[src/design/isa23_pkg.sv]
`default_nettype none

package isa23_pkg;

  localparam int PIX_W      = 8;
  localparam int IMG_W_W    = 11;
  localparam int IMG_H_W    = 12;
  localparam int HS_W       = 10;
  localparam int V_W        = 12;
  localparam int PROD_W     = 25;
  localparam int CFG_IDX_W  = 1;
  localparam int CFG_DATA_W = 12;

  localparam int MAX_WIDTH_DEF = 1536;
  localparam int IMG_W_RST     = 1536;
  localparam int IMG_H_RST     = 1024;

  // x/3 by reciprocal, exact over the ranges used
  localparam int DIV3_W_MUL   = 171;
  localparam int DIV3_W_SHIFT = 9;
  localparam int DIV3_H_MUL   = 2731;
  localparam int DIV3_H_SHIFT = 13;
  localparam int GROUP_COLS   = 24;

  localparam logic [12:0] DIV9_MUL   = 13'd7282;
  localparam int          DIV9_SHIFT = 16;

  localparam logic [CFG_IDX_W-1:0] REG_IMAGE_WIDTH  = 1'd0;
  localparam logic [CFG_IDX_W-1:0] REG_IMAGE_HEIGHT = 1'd1;

  typedef enum logic [1:0] {
    GPH_LEFT  = 2'd0,
    GPH_MID   = 2'd1,
    GPH_RIGHT = 2'd2
  } gph_t;

  typedef enum logic [1:0] {
    RPH_TOP = 2'd0,
    RPH_MID = 2'd1,
    RPH_BOT = 2'd2
  } rph_t;

  typedef struct packed {
    logic [PIX_W-1:0] pixel_in;
    logic             frame_start;
  } in_item_t;

  typedef struct packed {
    logic [PIX_W-1:0] pixel_out;
    logic             row_end;
    logic             frame_end;
  } out_item_t;

  typedef struct packed {
    logic [HS_W-1:0] hs;
    rph_t            rph;
    logic            row_end;
    logic            frame_end;
  } lane_t;

  typedef struct packed {
    logic rd_en;
    logic wr_en;
  } store_ctl_t;

endpackage

`default_nettype wire

[src/design/isa23_filt.sv]
`default_nettype none

module isa23_filt (
  input  logic                        clk,
  input  logic                        rst_n,
  input  logic                        adv,
  input  logic                        s0_valid,
  input  isa23_pkg::lane_t            s0,
  input  logic [isa23_pkg::HS_W-1:0]  rd_data,
  output logic                        out_valid,
  output isa23_pkg::out_item_t        out_item
);
  import isa23_pkg::*;

  logic        s1_valid_r, s2_valid_r, out_valid_r;
  lane_t       s1_r;
  logic [V_W-1:0] v_nxt, v_r;
  logic        s2_row_end_r, s2_frame_end_r;
  logic [PROD_W-1:0] prod;
  out_item_t   out_item_r;

  // nine times the output: vertical weighting of the two row sums
  always_comb begin
    case (s1_r.rph)
      RPH_MID: v_nxt = V_W'({rd_data, 1'b0}) + V_W'(s1_r.hs);
      RPH_BOT: v_nxt = V_W'({s1_r.hs, 1'b0}) + V_W'(rd_data);
      default: v_nxt = '0;
    endcase
    prod = PROD_W'(v_r) * PROD_W'(DIV9_MUL);
  end

  always_ff @(posedge clk) begin
    if (!rst_n) begin
      s1_valid_r  <= 1'b0;
      s2_valid_r  <= 1'b0;
      out_valid_r <= 1'b0;
    end else if (adv) begin
      s1_valid_r  <= s0_valid;
      s2_valid_r  <= s1_valid_r;
      out_valid_r <= s2_valid_r;
    end
  end

  always_ff @(posedge clk) begin
    if (adv) begin
      s1_r                 <= s0;
      v_r                  <= v_nxt;
      s2_row_end_r         <= s1_r.row_end;
      s2_frame_end_r       <= s1_r.frame_end;
      out_item_r.pixel_out <= PIX_W'(prod >> DIV9_SHIFT);
      out_item_r.row_end   <= s2_row_end_r;
      out_item_r.frame_end <= s2_frame_end_r;
    end
  end

  assign out_valid = out_valid_r;
  assign out_item  = out_item_r;

endmodule

`default_nettype wire

[config.mk]
export PLATFORM = sky130hd
export DESIGN_NAME = isa23_filt
export DESIGN_NICKNAME = d
export VERILOG_FILES = /design/src/design/isa23_pkg.sv /design/src/design/isa23_filt.sv
export SDC_FILE = /design/constraint.sdc
export NUM_CORES = 1
export LEC_CHECK = 0
export BUFFER_PORTS_ARGS = -buffer_cell sky130_fd_sc_hd__buf_2
export CAP_MARGIN = 20
export CORE_UTILIZATION = 55
export DETAILED_ROUTE_END_ITERATION = 12
export PLACE_DENSITY = 0.83
export SLEW_MARGIN = 20
export SYNTH_ARGS = -nofsm -noshare
export SYNTH_HDL_FRONTEND = slang
export SYNTH_SLANG_ARGS = --single-unit
[constraint.sdc]
create_clock -name clk -period 5.2 [get_ports clk]
set_input_delay 1.04 -clock clk [delete_from_list [all_inputs] [get_ports clk]]
set_output_delay 1.04 -clock clk [all_outputs]
set_load 0.005 [all_outputs]
==> results of run 1 <==
-- area by class of cell --
type	instances	area, um2
fill	556	2660
multi-input combinational	276	2780
clock inverter	3	46.3
clock buffer	5	68.8
tap	99	124
timing repair buffer	40	205
inverter	64	240
sequential	41	1200
-- state kept, by name, summed over array words and instances, names as in the netlist --
register and flops:
s2_frame_end_r 1, s1_r 14, s1_valid_r 1, out_valid 1, out_item 10, s2_row_end_r 1, v_r 12, s2_valid_r 1
-- timing repair --
action | CTS | global route
hold buffers | 0 | 0
endpoints found under the setup margin | 0 | 1
gates resized for setup | 0 | 2
-- worst paths after layout --
kind                          start                        to  slack, ns  cells past startpoint
hold reg to reg   s1_r[0]$_DFFE_PP_  s2_frame_end_r$_DFFE_PP_       0.43                      0
setup / recovery   v_r[1]$_DFFE_PP_     out_item[9]$_DFFE_PP_       0.23                     18
hold / removal    s1_r[0]$_DFFE_PP_  s2_frame_end_r$_DFFE_PP_       0.43                      0
setup reg to reg   v_r[1]$_DFFE_PP_     out_item[9]$_DFFE_PP_       0.23                     18
-- cells in the mapped netlist, types with 4 or more instances --
library cell / count
a211oi_1: 7
a21o_1: 6
a21oi_1: 15
a22oi_1: 6
edfxtp_1: 38
fa_1: 31
ha_1: 87
inv_1: 64
nand2_1: 9
nand3_1: 6
nand4_1: 4
nor2_1: 19
nor3_1: 5
o21ai_0: 8
o22ai_1: 4
xnor2_1: 18
xor2_1: 7
-- through the flow --
step | TNS, ns | cell area [um2]
after detailed placement | 0 | 4530
after global placement | 0 | 4530
after global routing | -0.0310 | 4670
after CTS | 0 | 4650
final | 0 | 4670
after floorplan | 0 | 4210
-- power breakdown --
group	switching (mW)	total, mW	leakage [nW]	internal [mW]
logic	0.820	1.47	1.82	0.650
registers	0.0247	0.475	0.406	0.451
clock network	0.120	0.264	0.0543	0.144
-- logic make-up (layout without fill, tap and decap cells) --
| group | Yosys count | in the layout | synth area share (%) |
|---|---|---|---|
| xor+xnor | 25 | 25 | 5.20 |
| flops | 41 | 41 | 28.5 |
| fa+ha+maj | 118 | 118 | 40.6 |
| compound gates | 79 | 79 | 13.3 |
| buf+inv | 66 | 112 | 5.88 |
| mux | 3 | 3 | 0.713 |
| simple gates | 51 | 51 | 5.79 |
-- layer usage --
layer	GRT usage, %	vias to the layer above	wire, um
li1	-	1461	-
met1	25.8	1437	3390
met2	42.4	69	4160
met3	3.05	16	210
met4	4.62	0	142
met5	0	-	0
==> metrics.yaml, run 1 <==
holdWs_ns: 0.426
cts_buffers: 5
syn_inst: 383
wl_per_cell_um: 15.0
synth_area_um2: 4210
synth_edf_count: 38
required_ns: 5.25
cap_violations: 0
wl_mm: 7.90
clk_latency_ns: 0.30
utilization_pct: 63.7
cpMostUsedCell: "inv_1"
yosysTopAreaCell: "edfxtp_1"
gp_congestion: 0.889
antenna_found_initial: 0
nNetsFinal: 574
crit_type: "register to register"
drv_slew: 0
core_um2: 7330
cts_tree: "built"
dp_slack_ns: 0.175
cts.htree.levels: 2
numPortBuffers: 38
path_clk_slew_ns: 0.09
worst_pin_slew_ns: 0.947
path_cells: "inv_1 -> fa_1 -> inv_1 -> ha_1 -> inv_1 -> fa_1 -> inv_1 -> fa_1 -> inv_1 -> fa_1 -> inv_1 -> ha_4 -> o211ai_1 -> nand2_1 -> a31oi_2 -> a211oi_2 -> o311a_1 -> a2111o_1"
period_minus_slack_ns: 4.97
synth_top_area_share_pct: 27.1
ys_types: 46
fin_skew_ns: 0.0109
avgSynthCellArea_um2: 11.0
finalHoldViolations: 0
ant_nets: 0
drive_above_1_share_pct: 13.8
first_pass_iters: 4
p_total_mw: 2.21
cpPeakStageDelay_ns: 0.53
fin_cells: 528
root_buffer: "clkbuf_8"
layout_commonest_cell: "ha_1"
p_per_area_nw_per_um2: 473
grtUsageTotal_pct: 22.0
initial_utilization_pct: 57.5
max_clock_freq_mhz: 201
area_growth_pct: 10.8
cts.path.max_buffers: 2
worstPathBufferInverterCount: 6
startpoint_type: "register"
grt-ovfl-total: 0
diodes: 0
drt_first_iter_violations: 78
dieWidth_um: 89.5
slew-limit-headroom_pct: 36.9
die-area_um2: 8010
synth_ff_type: "edfxtp_1"
crit_slowest_cell: "fa_1"
clock-sinks: 41
setup_slack_ns: 0.235
layout_common_cells: "ha_1, inv_1, buf_2, edfxtp_1, fa_1"
viasPerCell: 5.65
synth_seq_area_share_pct: 28.5
die_y_um: 89.5
via_count: 2983
yosysWarnings: 0
crit_path_max_fanout: 5
ys_ff_latch: 41
cp.arrival_ns: 5.02
p_leak_nw: 2.28
grt_pass1_wl_mm: 13.3
finalSetupViolCount: 0
grt_pass1_vias: 3067
drc_errors: 0
io_pins: 39
placed_cells_incl_taps: 520
vdd_drop_max_v: 0.000244
async_reset_ff_share_pct: 0
synth_nets: 529
cp_top_family: "adder cells"
end_kind: "register"
rows: 31
fin_crit_sh_pct: 95.5
grt_max_degree: 42
outcome: "completed"
post-cts-setup-buffer-count: 0
ys_top_cells_by_area: "edfxtp_1, ha_1, fa_1, inv_1, xnor2_1"
dp_hpwl_mm: 6.57
hold_class: "register to register"
Note: power is estimated with default switching activity, not from simulation.
==> inputs of run 2 (changes only) <==
--- a/config.mk
+++ b/config.mk
@@ -7,9 +7,9 @@
 export LEC_CHECK = 0
 export BUFFER_PORTS_ARGS = -buffer_cell sky130_fd_sc_hd__buf_2
 export CAP_MARGIN = 20
-export CORE_UTILIZATION = 55
+export CORE_UTILIZATION = 45
 export DETAILED_ROUTE_END_ITERATION = 12
-export PLACE_DENSITY = 0.83
+export PLACE_DENSITY = 0.71
 export SLEW_MARGIN = 20
 export SYNTH_ARGS = -nofsm -noshare
 export SYNTH_HDL_FRONTEND = slang
==> run 2 against run 1 <==
Effect of this change: clock skew decreased by 0.0064 ns; sequential cell count unchanged; non-clock buffer count unchanged; setup slack got worse by 0.056 ns; via count decreased by 2.3%; largest cell class unchanged; largest power group unchanged.
==> metrics.yaml, run 2 (synthesized netlist as in run 1, its figures left out) <==
wl_mm: 7.77  # -1.7%
initial_utilization_pct: 47.4  # -10 points
worstPathBufferInverterCount: 6  # unchanged
p_per_area_nw_per_um2: 461  # -2.6%
area_growth_pct: 10.6
slew-limit-headroom_pct: 37.7  # +0.85 points
clock-sinks: 41  # unchanged
core_um2: 8890  # +21%
finalSetupViolCount: 0  # unchanged
cts.path.max_buffers: 2  # unchanged
multiInputGateArea_um2: 2760  # -0.67%
grtUsageTotal_pct: 17.0  # -5.0 points
crit_type: "register to register"
ff2ff_path_depth: 18  # unchanged
max_clock_freq_mhz: 199  # -1.1%
layout_common_cells: "ha_1, inv_1, buf_2, edfxtp_1, fa_1"
post_cts_resized: 0  # unchanged
regArea_um2: 1200  # unchanged
holdWs_ns: 0.428  # +0.00122 ns
drc_errors: 0  # unchanged
min_path_cells: 0  # unchanged
hold_end: "out_item[0]$_DFFE_PP_"
cts_tree: "built"
io_pins: 39  # unchanged
post-cts-setup-buffer-count: 0  # unchanged
p_total_mw: 2.15  # -2.8%
rsz0062_at_grt: "false"
largest_reg_flops: 14  # unchanged
cts.htree.levels: 2  # unchanged
via_count: 2915  # -2.3%
final.fill_count: 783  # +41%
diodes: 0  # unchanged
antenna_found_initial: 0  # unchanged
startpoint_type: "register"
nNetsFinal: 574  # unchanged
die-area_um2: 9750  # +22%
period_minus_slack_ns: 5.02  # +0.0557 ns
tns_ns: 0  # unchanged
dieWidth_um: 98.8  # +10%
fin_crit_sh_pct: 96.6  # +1.1 points
finalHoldViolations: 0  # unchanged
vdd_drop_max_v: 0.000263  # +8.0%
cpMostUsedCell: "inv_1"
dp_hpwl_mm: 6.66  # +1.4%
drv_slew: 0  # unchanged
ctsHoldBuffers: 0  # unchanged
cap_violations: 0  # unchanged
path_cells: "inv_1 -> fa_1 -> inv_1 -> ha_1 -> inv_1 -> fa_1 -> inv_1 -> fa_1 -> inv_1 -> fa_1 -> inv_1 -> ha_1 -> o211ai_1 -> nand2_1 -> a31oi_1 -> a211oi_2 -> o311a_1 -> a2111o_1"
drive_above_1_share_pct: 13.3  # -0.47 points
fin_skew_ns: 0.00451  # -0.00639 ns
first_pass_iters: 4  # unchanged
utilization_pct: 52.4  # -11 points
worstHoldStart: "s2_frame_end_r$_DFFE_PP_"
crit_path_max_fanout: 5  # unchanged
crit_slowest_cell: "fa_1"
ant_nets: 0  # unchanged
p_leak_nw: 2.28  # about the same
r2r_end: "out_item[9]$_DFFE_PP_"
grt-ovfl-total: 0  # unchanged
rows: 34  # +9.7%
viasPerCell: 5.43  # -3.9%
wl_per_cell_um: 14.5  # -3.3%
cp_top_family: "adder cells"
r2r_start: "v_r[1]$_DFFE_PP_"
die_y_um: 98.8  # +10%
drt_first_iter_violations: 83  # +6.4%
hold_class: "register to register"
cpPeakStageDelay_ns: 0.53  # about the same
cts_buffers: 5  # unchanged
required_ns: 5.25  # about the same
max_flop_register: "s1_r"
grt_pass1_vias: 2947  # -3.9%
end_kind: "register"
root_buffer: "clkbuf_8"
gp_congestion: 0.834  # -6.2%
placed_cells_incl_taps: 529  # +1.7%
path_clk_slew_ns: 0.09  # about the same
fin_cells: 537  # +1.7%
r2r_setup_slack_ns: 0.18  # -0.06 ns
cp.arrival_ns: 5.07  # +0.05 ns
layout_commonest_cell: "ha_1"
outcome: "completed"
grt_pass1_wl_mm: 13.2  # -1.2%
clk_latency_ns: 0.30  # about the same
worst_pin_slew_ns: 0.934  # -0.0127 ns
numPortBuffers: 38  # unchanged
grt_max_degree: 42  # unchanged
-- run 2: cell counts in the layout (fill, tap and decap cells not counted) --
No cell type changed its count.
-- run 2: how the worst max path moves through the flow --
| stage | start | end | slack [ns] | cells past startpoint |
|---|---|---|---|---|
| after global placement | v_r[1]$_DFFE_PP_ | out_item[9]$_DFFE_PP_ | 0.30 | 18 |
| after global routing | v_r[3]$_DFFE_PP_ | out_item[9]$_DFFE_PP_ | 0.01 | 18 |
| after detailed placement | v_r[3]$_DFFE_PP_ | out_item[9]$_DFFE_PP_ | 0.15 | 18 |
| after floorplan | v_r[3]$_DFFE_PP_ | out_item[9]$_DFFE_PP_ | 0.30 | 18 |
| after CTS | v_r[3]$_DFFE_PP_ | out_item[9]$_DFFE_PP_ | 0.12 | 18 |
| final | v_r[1]$_DFFE_PP_ | out_item[9]$_DFFE_PP_ | 0.18 | 18 |
-- run 2: metrics by stage --
step	cell area, um2	worst slack, ns
2_1_floorplan	4210	0.295
3_3_place_gp	4550	0.304
3_5_place_dp	4550	0.153
4_1_cts	4660	0.119
5_1_grt	4660	0.0116
6_report	4660	0.179
-- run 2: per-layer routing --
layer	up-vias	part of all wire, %	global-route usage [%]	wire length [um]
li1	1464	-	-	-
met1	1399	45	20.6	3520
met2	45	51	31.7	3990
met3	7	2.4	2.41	187
met4	0	0.88	3.67	68
met5	-	0	0	0
-- run 2: power by group --
group          leakage (nW)  internal (mW)  switching (mW)  total [mW]
registers             0.406          0.451          0.0239       0.475
clock network        0.0543          0.144           0.124       0.267
logic                  1.82          0.625           0.781        1.41
-- run 2: cell type report --
cell class                 count  area share [%]
timing repair buffer          40            4.40
sequential                    41            25.8
clock buffer                   5            1.48
tap                          108            2.90
clock inverter                 3           0.993
inverter                      64            5.15
multi-input combinational    276            59.3
-- run 2: worst register-to-register path, stage by stage (launching register included) --
cell	delay (ns)
edfxtp_1	0.38
inv_1	0.09
fa_1	0.52
inv_1	0.06
ha_1	0.31
inv_1	0.07
fa_1	0.53
inv_1	0.05
fa_1	0.53
inv_1	0.06
fa_1	0.53
inv_1	0.04
ha_1	0.34
o211ai_1	0.19
nand2_1	0.09
a31oi_1	0.16
a211oi_2	0.10
o311a_1	0.35
a2111o_1	0.39
