===== config.mk =====
export PLATFORM = sky130hd
export DESIGN_NAME = isa23_ctrl
export DESIGN_NICKNAME = d
export VERILOG_FILES = /design/src/design/isa23_pkg.sv /design/src/design/isa23_ctrl.sv
export SDC_FILE = /design/constraint.sdc
export NUM_CORES = 1
export LEC_CHECK = 0
export BUFFER_PORTS_ARGS = -buffer_cell sky130_fd_sc_hd__buf_4
export CORE_MARGIN = 5
export CORE_UTILIZATION = 31
export DETAILED_ROUTE_END_ITERATION = 12
export PLACE_DENSITY = 0.57
export SYNTH_ARGS = -nofsm -noshare
export SYNTH_HDL_FRONTEND = slang
export SYNTH_SLANG_ARGS = --single-unit

===== constraint.sdc =====
create_clock -name clk -period 14.45 [get_ports clk]
set_input_delay 0.7225 -clock clk [delete_from_list [all_inputs] [get_ports clk]]
set_output_delay 0.7225 -clock clk [all_outputs]
set_load 0.01 [all_outputs]

===== src/design/isa23_pkg.sv =====
`default_nettype none

package isa23_pkg;

  localparam int PIX_W      = 8;
  localparam int IMG_W_W    = 11;
  localparam int IMG_H_W    = 12;
  localparam int HS_W       = 10;
  localparam int V_W        = 12;
  localparam int PROD_W     = 25;
  localparam int CFG_IDX_W  = 1;
  localparam int CFG_DATA_W = 12;

  localparam int MAX_WIDTH_DEF = 1536;
  localparam int IMG_W_RST     = 1536;
  localparam int IMG_H_RST     = 1024;

  // x/3 by reciprocal, exact over the ranges used
  localparam int DIV3_W_MUL   = 171;
  localparam int DIV3_W_SHIFT = 9;
  localparam int DIV3_H_MUL   = 2731;
  localparam int DIV3_H_SHIFT = 13;
  localparam int GROUP_COLS   = 24;

  localparam logic [12:0] DIV9_MUL   = 13'd7282;
  localparam int          DIV9_SHIFT = 16;

  localparam logic [CFG_IDX_W-1:0] REG_IMAGE_WIDTH  = 1'd0;
  localparam logic [CFG_IDX_W-1:0] REG_IMAGE_HEIGHT = 1'd1;

  typedef enum logic [1:0] {
    GPH_LEFT  = 2'd0,
    GPH_MID   = 2'd1,
    GPH_RIGHT = 2'd2
  } gph_t;

  typedef enum logic [1:0] {
    RPH_TOP = 2'd0,
    RPH_MID = 2'd1,
    RPH_BOT = 2'd2
  } rph_t;

  typedef struct packed {
    logic [PIX_W-1:0] pixel_in;
    logic             frame_start;
  } in_item_t;

  typedef struct packed {
    logic [PIX_W-1:0] pixel_out;
    logic             row_end;
    logic             frame_end;
  } out_item_t;

  typedef struct packed {
    logic [HS_W-1:0] hs;
    rph_t            rph;
    logic            row_end;
    logic            frame_end;
  } lane_t;

  typedef struct packed {
    logic rd_en;
    logic wr_en;
  } store_ctl_t;

endpackage

`default_nettype wire


===== src/design/isa23_ctrl.sv =====
`default_nettype none

module isa23_ctrl #(
  parameter int MAX_WIDTH = 1536,
  parameter int ADDR_W    = 10
) (
  input  logic                              clk,
  input  logic                              rst_n,
  input  logic                              cfg_wr_en,
  input  logic [isa23_pkg::CFG_IDX_W-1:0]   cfg_index,
  input  logic [isa23_pkg::CFG_DATA_W-1:0]  cfg_wdata,
  input  logic                              in_valid,
  input  isa23_pkg::in_item_t               in_item,
  input  logic                              adv,
  output logic                              lane_valid,
  output isa23_pkg::lane_t                  lane,
  output isa23_pkg::store_ctl_t             st_ctl,
  output logic [ADDR_W-1:0]                 st_addr,
  output logic [isa23_pkg::HS_W-1:0]        st_wdata
);
  import isa23_pkg::*;

  localparam int W_MAX_CODE = (1 << IMG_W_W) - 1;
  localparam logic [IMG_W_W-1:0] W_CLAMP =
    IMG_W_W'((MAX_WIDTH > W_MAX_CODE) ? W_MAX_CODE : MAX_WIDTH);
  localparam int RST_EW = (IMG_W_RST > MAX_WIDTH) ? MAX_WIDTH : IMG_W_RST;
  localparam logic [IMG_W_W-1:0] UW_RST =
    IMG_W_W'((RST_EW / GROUP_COLS) * GROUP_COLS);
  localparam logic [IMG_H_W-1:0] UH_RST = IMG_H_W'((IMG_H_RST / 3) * 3);

  logic [IMG_W_W-1:0] width_r, uw_r;
  logic [IMG_H_W-1:0] height_r, uh_r;
  logic [IMG_W_W-1:0] col_r, col_nxt, grp_r, grp_nxt;
  logic [IMG_H_W-1:0] row_r, row_nxt;
  gph_t               cph_r, cph_nxt;
  rph_t               rph_r, rph_nxt;
  logic [PIX_W-1:0]   first_r, first_nxt, second_r, second_nxt;

  // config decode
  logic [IMG_W_W-1:0] cfg_w, cfg_ew, uw_nxt;
  logic [15:0]        w_q;
  logic [6:0]         w_grp;
  logic [IMG_H_W-1:0] cfg_h, uh_nxt;
  logic [23:0]        h_q;
  logic [10:0]        h_grp;

  always_comb begin
    cfg_w  = cfg_wdata[IMG_W_W-1:0];
    cfg_ew = (cfg_w > W_CLAMP) ? W_CLAMP : cfg_w;
    w_q    = 16'(cfg_ew[IMG_W_W-1:3]) * 16'(DIV3_W_MUL);
    w_grp  = 7'(w_q >> DIV3_W_SHIFT);
    uw_nxt = IMG_W_W'(11'(w_grp) * 11'(GROUP_COLS));
    cfg_h  = cfg_wdata[IMG_H_W-1:0];
    h_q    = 24'(cfg_h) * 24'(DIV3_H_MUL);
    h_grp  = 11'(h_q >> DIV3_H_SHIFT);
    uh_nxt = IMG_H_W'(12'(h_grp) * 12'd3);
  end

  always_ff @(posedge clk) begin
    if (!rst_n) begin
      width_r  <= IMG_W_W'(IMG_W_RST);
      height_r <= IMG_H_W'(IMG_H_RST);
      uw_r     <= UW_RST;
      uh_r     <= UH_RST;
    end else if (cfg_wr_en) begin
      unique case (cfg_index)
        REG_IMAGE_WIDTH: begin
          width_r <= cfg_w;
          uw_r    <= uw_nxt;
        end
        REG_IMAGE_HEIGHT: begin
          height_r <= cfg_h;
          uh_r     <= uh_nxt;
        end
      endcase
    end
  end

  // per-pixel decode
  logic               acc, fs, active, pair, do_rd, do_wr;
  logic [PIX_W-1:0]   pix;
  logic [IMG_W_W-1:0] col_e, grp_e, idx;
  logic [IMG_H_W-1:0] row_e;
  gph_t               cph_e;
  rph_t               rph_e;
  logic [HS_W-1:0]    hs;
  logic               wrap_col, wrap_row;

  always_comb begin
    acc    = in_valid && adv;
    fs     = in_item.frame_start;
    pix    = in_item.pixel_in;
    col_e  = fs ? '0 : col_r;
    row_e  = fs ? '0 : row_r;
    grp_e  = fs ? '0 : grp_r;
    cph_e  = fs ? GPH_LEFT : cph_r;
    rph_e  = fs ? RPH_TOP : rph_r;
    active = (col_e < uw_r) && (row_e < uh_r);

    case (cph_e)
      GPH_MID:   hs = HS_W'({first_r, 1'b0}) + HS_W'(pix);
      GPH_RIGHT: hs = HS_W'(second_r) + HS_W'({pix, 1'b0});
      default:   hs = '0;
    endcase

    pair  = active && (cph_e != GPH_LEFT);
    do_wr = pair && ((rph_e == RPH_TOP) || (rph_e == RPH_MID));
    do_rd = pair && ((rph_e == RPH_MID) || (rph_e == RPH_BOT));
    idx   = grp_e + ((cph_e == GPH_RIGHT) ? 11'd1 : 11'd0);

    st_ctl.rd_en = acc && do_rd;
    st_ctl.wr_en = acc && do_wr;
    st_addr      = ADDR_W'(idx);
    st_wdata     = hs;

    lane.hs        = hs;
    lane.rph       = rph_e;
    lane.row_end   = (col_e == uw_r - 11'd1);
    lane.frame_end = lane.row_end && (row_e == uh_r - 12'd1);
    lane_valid     = acc && do_rd;

    first_nxt  = (active && cph_e == GPH_LEFT) ? pix : first_r;
    second_nxt = (active && cph_e == GPH_MID) ? pix : second_r;

    wrap_col = (12'(col_e) + 12'd1) >= 12'(width_r);
    wrap_row = (13'(row_e) + 13'd1) >= 13'(height_r);
    if (wrap_col) begin
      col_nxt = '0;
      grp_nxt = '0;
      cph_nxt = GPH_LEFT;
      if (wrap_row) begin
        row_nxt = '0;
        rph_nxt = RPH_TOP;
      end else begin
        row_nxt = row_e + 12'd1;
        case (rph_e)
          RPH_TOP: rph_nxt = RPH_MID;
          RPH_MID: rph_nxt = RPH_BOT;
          default: rph_nxt = RPH_TOP;
        endcase
      end
    end else begin
      col_nxt = col_e + 11'd1;
      row_nxt = row_e;
      rph_nxt = rph_e;
      case (cph_e)
        GPH_LEFT: begin
          cph_nxt = GPH_MID;
          grp_nxt = grp_e;
        end
        GPH_MID: begin
          cph_nxt = GPH_RIGHT;
          grp_nxt = grp_e;
        end
        default: begin
          cph_nxt = GPH_LEFT;
          grp_nxt = grp_e + 11'd2;
        end
      endcase
    end
  end

  always_ff @(posedge clk) begin
    if (!rst_n) begin
      col_r    <= '0;
      row_r    <= '0;
      grp_r    <= '0;
      cph_r    <= GPH_LEFT;
      rph_r    <= RPH_TOP;
      first_r  <= '0;
      second_r <= '0;
    end else if (acc) begin
      col_r    <= col_nxt;
      row_r    <= row_nxt;
      grp_r    <= grp_nxt;
      cph_r    <= cph_nxt;
      rph_r    <= rph_nxt;
      first_r  <= first_nxt;
      second_r <= second_nxt;
    end
  end

endmodule

`default_nettype wire


==> results.toml, run 1 <==
[status]
status = "completed"

[yosys]
synth_top_cells_by_area = "ha_1 (23%), dfxtp_1 (17%), fa_1 (9.9%)"
synth_edf_count = 0
async_flop_share_pct = 0
yosys.area.top_type_share_pct = 23.1
syn_avg_cell_area_um2 = 8.33
synth_largest_area_cell = "ha_1"
syn_nets = 1649
yosysMostFrequentCell = "ha_1"
synth_flop_cell = "dfxtp_1"
netlist_instances = 1357
ys_seq_elements = 96
netlist_top_cells_count = "ha_1 (209), inv_1 (183), nand2_1 (144), dfxtp_1 (96), fa_1 (56)"
yosysSeqAreaShare_pct = 17.0
synth_cell_types = 70
syn_area_um2 = 11300
ys.warnings.count = 0

[sta]
final_hold_viol_count = 0
final.min_clock_period_ps = 7550
finClkSkew_ps = 8.73
max_freq_ghz = 0.132
drv_slew = 0
setup_viol = 0
period_share_pct = 52.2
slew_headroom_pct = 40.8
final.setup.tns_ps = 0
rsz0062_at_grt = "false"
fin_ws_ps = 6900
worst_pin_slew_ps = 887

[die]
std_cell_rows = 70
core_um2 = 36300
die-area_um2 = 40400
io_pins = 64
die_x_um = 201
initial_utilization_pct = 31.2
die_h_um = 201

[global_route]
grt_max_degree = 68
grt_usage_pct = 13.5
grt_pass1_vias = 9348
grt_antenna_before_repair = 0
grt_overflow = 0
grt_pass1_wl_mm = 46.1

[power]
power.leakage_nw = 5.89
clkPwrFrac_pct = 11.0
p_int_w = 0.00103
p_comb_share_pct = 73.3
pwr-share-seq_pct = 15.6
p_switching_w = 0.000962
vdd_drop_max_mv = 0.169
p_sw_share_pct = 48.4
powerDensity_nw_per_um2 = 160

[setup_path]
cp_data_arrival_time_ps = 7840
worstPathMaxFanout = 8
critPathLaunchType = "input pin"
regToRegSetupSlack_ps = 10070
critPathRequiredTime_ps = 14740
critPathCaptureType = "register"
ff2ff_path_depth = 17
critPathKind = "in -> reg"

[cts]
clk_latency_ps = 350
postCtsSetupBuffers = 0
clock-sinks = 96
cts_buffer_depth = 2
cts_buffers = 9
cts_hold_buf = 0
root_buffer = "clkbuf_16"
cts_resized = 0
cts_tree = "done"
path_clk_slew_ps = 70
cts_max_level = 3

[drt]
wl_per_cell_um = 14.5
first_pass_iters = 5
via_per_inst = 4.92
drtAntennaViolNets = 0
routed_wirelength_mm = 26.9
dr_total_vias = 9123
drt_iter0_drc = 482
drc = 0

[hold_path]
holdPathStages = 1
hp-class = "reg -> reg"

[placement]
place_ws_ps = 6520
dp_hpwl_mm = 22.1
port-buffer-count = 63
place_congestion = 0.841

[cells_and_area]
area_delta_synth_final_pct = 9.89
diodes = 0
seqCellArea_um2 = 1920
fillers = 3809
nets = 1676
final_util_pct = 34.3
multi_input_area_um2 = 8460
drive_above_1_share_pct = 6.77

[job]
maxCapViolations = 0
metrics by stage:
step                      hold slack (ps)  cells  power (W)  cell area, um^2
final                                 452   1856    0.00199            12400
after global routing                  474   1856    0.00225            12400
after CTS                             460   1856    0.00201            12400
after detailed placement              438   1841    0.00178            12200
after global placement                434   1841    0.00176            12200
after floorplan                       421   1357    0.00146            11300
power groups by stage:
stage / registers [W] / logic (W) / clock network [W]
after floorplan: 0.000309 / 0.00115 / 0
after global placement: 0.000316 / 0.00144 / 0
after detailed placement: 0.000317 / 0.00146 / 0
after CTS: 0.000311 / 0.00147 / 0.000227
after global routing: 0.000315 / 0.00170 / 0.000236
final: 0.000311 / 0.00146 / 0.000219
path summary, 6_finish.rpt:
kind / start / endpoint
min reg2reg: grp_r[0] / grp_r[0]
min: grp_r[0] / grp_r[0]
max reg2reg: row_r[1] / row_r[2]
max: cfg_wdata[1] / uh_r[11]
cell usage in the layout, fill, tap and decap left out, drive strengths merged, types with 12 or more instances in the layout:
| cell type | synthesis | layout |
|---|---|---|
| ha | 209 | 209 |
| inv | 184 | 184 |
| nand2 | 144 | 144 |
| dfxtp | 96 | 96 |
| buf | 14 | 68 |
| fa | 56 | 56 |
| a21oi | 56 | 56 |
| xnor2 | 53 | 53 |
| nor2 | 51 | 51 |
| nand3 | 48 | 48 |
| nor2b | 45 | 45 |
| a21boi | 41 | 41 |
| xor2 | 36 | 36 |
| o21ai | 31 | 31 |
| and3 | 21 | 21 |
| a21o | 19 | 19 |
| nand2b | 19 | 19 |
| nor3 | 18 | 18 |
| o211ai | 16 | 16 |
| mux2i | 16 | 16 |
| o21a | 15 | 15 |
| and2 | 13 | 13 |
| a22oi | 13 | 13 |
| nand4 | 12 | 12 |
logic make-up after synthesis:
group	synth area share, %
AOI/OAI and AO/OA	15.7
xor gates and xnor gates	6.96
adders and majority gates	33.1
buffers and inverters	8.23
DFF	17.0
muxes	1.42
and+or+nand+nor	17.6
flip-flops by register name, summed over array words and instances (netlist names):
signal,cells
col_r,11
cph_r,2
height_r,12
first_r,8
grp_r,10
second_r,8
rph_r,2
row_r,12
width_r,11
uw_r,8
uh_r,12
routing by layer:
layer | share of wire (%) | track usage (%) | wire (um) | up-vias
li1 | - | - | - | 4669
met1 | 47 | 17.2 | 12700 | 4282
met2 | 48 | 24.2 | 13000 | 145
met3 | 2.9 | 1.44 | 772 | 27
met4 | 1.6 | 3.56 | 422 | 0
met5 | 0 | 0 | 0 | -
final cells by class:
class                      instances  area share, %
clock buffer                      11           1.87
clock inverter                     4          0.181
inverter                         184           5.56
multi-input combinational       1025           68.1
sequential                        96           15.5
tap                              468           4.71
timing repair buffer              68           4.11
worst max-delay path, stage by stage:
cell,delay (ps)
buf_4,160
ha_1,330
inv_1,120
fa_1,470
fa_1,510
inv_1,50
fa_1,530
inv_1,50
fa_1,540
inv_1,40
ha_1,330
a211oi_1,240
o21ai_1,110
a41oi_2,330
nor2_1,130
a21oi_1,200
xnor2_1,150
ha_1,260
fa_1,400
a21o_1,200
a21oi_1,210
o21ai_0,170
o41ai_1,640
nand2b_1,200
nor4b_1,50
a211o_1,260
or3_1,350
nand3_1,70
(Power assumes the default switching activity.)
==> inputs of run 2 (changes only) <==
--- a/config.mk
+++ b/config.mk
@@ -9,7 +9,7 @@
 export CORE_MARGIN = 5
 export CORE_UTILIZATION = 31
 export DETAILED_ROUTE_END_ITERATION = 12
-export PLACE_DENSITY = 0.57
+export PLACE_DENSITY = 0.59
 export SYNTH_ARGS = -nofsm -noshare
 export SYNTH_HDL_FRONTEND = slang
 export SYNTH_SLANG_ARGS = --single-unit
==> constraint.sdc (replaced) <==
create_clock -name clk -period 6.7 [get_ports clk]
set_input_delay 0.335 -clock clk [delete_from_list [all_inputs] [get_ports clk]]
set_output_delay 0.335 -clock clk [all_outputs]
set_load 0.01 [all_outputs]
==> results.toml, run 2 (same netlist as run 1, synthesis figures left out) <==
[status]
status = "completed"

[cts]
root_buffer = "clkbuf_16"
cts_hold_buf = 0
cts_tree = "done"
clk_latency_ps = 360
cts_buffer_depth = 2
cts_max_level = 3
path_clk_slew_ps = 70
cts_buffers = 9
clock-sinks = 96

[cells_and_area]
layout.cells.most_common_list = "ha_1 (207), inv_1 (181), nand2_1 (144), dfxtp_1 (96), buf_4 (90)"
largestRegisters = "height_r x12, row_r x12, uh_r x12"
area_delta_synth_final_pct = 12.3
drive_above_1_share_pct = 9.28
design_area_um2 = 12700
nets = 1698
layout_commonest_cell = "ha_1"

[power]
p_sw_share_pct = 46.4
clkPwrFrac_pct = 11.8
p_switching_w = 0.00217
power_w = 0.00467
pwr-share-seq_pct = 14.3
powerDensity_nw_per_um2 = 368
vdd_drop_max_mv = 0.362
p_int_w = 0.00251
power.leakage_nw = 6.04
p_comb_share_pct = 74.0

[setup_path]
worstPathMaxFanout = 4
ff2ff_path_depth = 18
r2r_start = "row_r[1]"
critPathLaunchType = "input pin"
critPathCaptureType = "register"
critPathLaunch = "cfg_wdata[3]"
cp_data_arrival_time_ps = 6610
critPathKind = "in -> reg"
critPathRequiredTime_ps = 7000

[hold_path]
hp-class = "in -> reg"
min_from = "in_item[4]"
holdPathStages = 3

[placement]
dp_hpwl_mm = 21.9
place_congestion = 0.854
placed_area_um2 = 12300
port-buffer-count = 63

[drt]
dr_total_vias = 9277
drt_iter0_drc = 424
drtAntennaViolNets = 0
routed_wirelength_mm = 27.0
drc = 0
wl_per_cell_um = 14.4
first_pass_iters = 5
via_per_inst = 4.93

[sta]
period_share_pct = 94.2
final_hold_viol_count = 0
max_freq_ghz = 0.158
setup_viol = 0
finClkSkew_ps = 11.7
worst_pin_slew_ps = 891
final.min_clock_period_ps = 6310
drv_slew = 0
slew_headroom_pct = 40.6

[die]
std_cell_rows = 70
die-area_um2 = 40400
io_pins = 64
initial_utilization_pct = 31.2
die_x_um = 201
core_um2 = 36300
die_h_um = 201

[job]
maxCapViolations = 0

[global_route]
grt_overflow = 0
grt_pass1_wl_mm = 46.1
grt_antenna_before_repair = 0
grt_usage_pct = 13.5
grt_max_degree = 75
grt_pass1_vias = 9611
## run 2: cell count changes in the layout (fill, tap and decap cells not counted), sizes merged
cell,delta
clkbuf,-2
clkinvlp,-1
buf,+22
diode,+1
bufinv,+1
inv,+3
## run 2: metal layers
| metal | up-vias | GRT usage [%] | part of all wire, % | wire length [um] |
|---|---|---|---|---|
| met2 | 136 | 23.9 | 48 | 13000 |
| met1 | 4386 | 17.0 | 46 | 12500 |
| met5 | - | 0 | 0 | 0 |
| li1 | 4720 | - | - | - |
| met3 | 35 | 2.31 | 3.5 | 957 |
| met4 | 0 | 3.29 | 2.0 | 536 |
## run 2: timing repair
item / 4_1_cts / 5_1_grt
setup endpoints to repair: 0 / 2
setup buffers: 0 / 4
gates resized for setup: 0 / 13
## run 2: stage by stage
| stage | worst slack (ps) | util (%) | hold slack, ps | cells | TNS (ps) |
|---|---|---|---|---|---|
| detailed placement | -122 | 33.9 | 436 | 1859 | -122 |
| floorplan | 154 | - | 421 | 1357 | 0 |
| CTS | 237 | 34.8 | 266 | 1875 | 0 |
| finish | 390 | 35.0 | 287 | 1880 | 0 |
| global placement | -9.89 | 33.9 | 434 | 1859 | -9.89 |
| global route | -28.1 | 35.0 | 279 | 1879 | -28.1 |
## run 2: critical path, stage by stage
cell	delay (ps)
buf_4	120
ha_4	270
inv_2	50
fa_1	470
fa_1	520
inv_1	60
fa_1	530
inv_1	50
fa_1	520
inv_1	40
ha_1	320
a211oi_2	230
o21ai_1	100
a41oi_2	200
nor2_1	80
buf_4	140
xor2_1	160
ha_2	200
fa_1	390
a21o_1	210
a21oi_2	160
o21ai_1	120
o41ai_2	410
nand2b_1	170
nor4b_1	50
a211o_1	270
or3_1	350
nand3_1	70
## run 2: path summary, 6_finish.rpt
| path | to | slack, ps |
|---|---|---|
| worst max-delay path | uh_r[11] | 390 |
| worst min-delay path | second_r[3] | 290 |
| worst max register to register | row_r[2] | 2350 |
| worst min register to register | grp_r[0] | 450 |
## run 2: layout make-up
class	count	area, um^2
inverter	184	691
tap	468	586
timing repair buffer	90	676
multi-input combinational	1025	8500
fill	3809	23600
clock inverter	7	87.6
sequential	96	1920
clock buffer	9	225
antenna	1	2.50
## run 2: power groups by stage
stage / clock network [W] / logic [W] / registers [W]
finish: 0.000550 / 0.00346 / 0.000667
global route: 0.000591 / 0.00394 / 0.000676
CTS: 0.000565 / 0.00339 / 0.000667
detailed placement: 0 / 0.00336 / 0.000681
global placement: 0 / 0.00331 / 0.000679
floorplan: 0 / 0.00251 / 0.000667
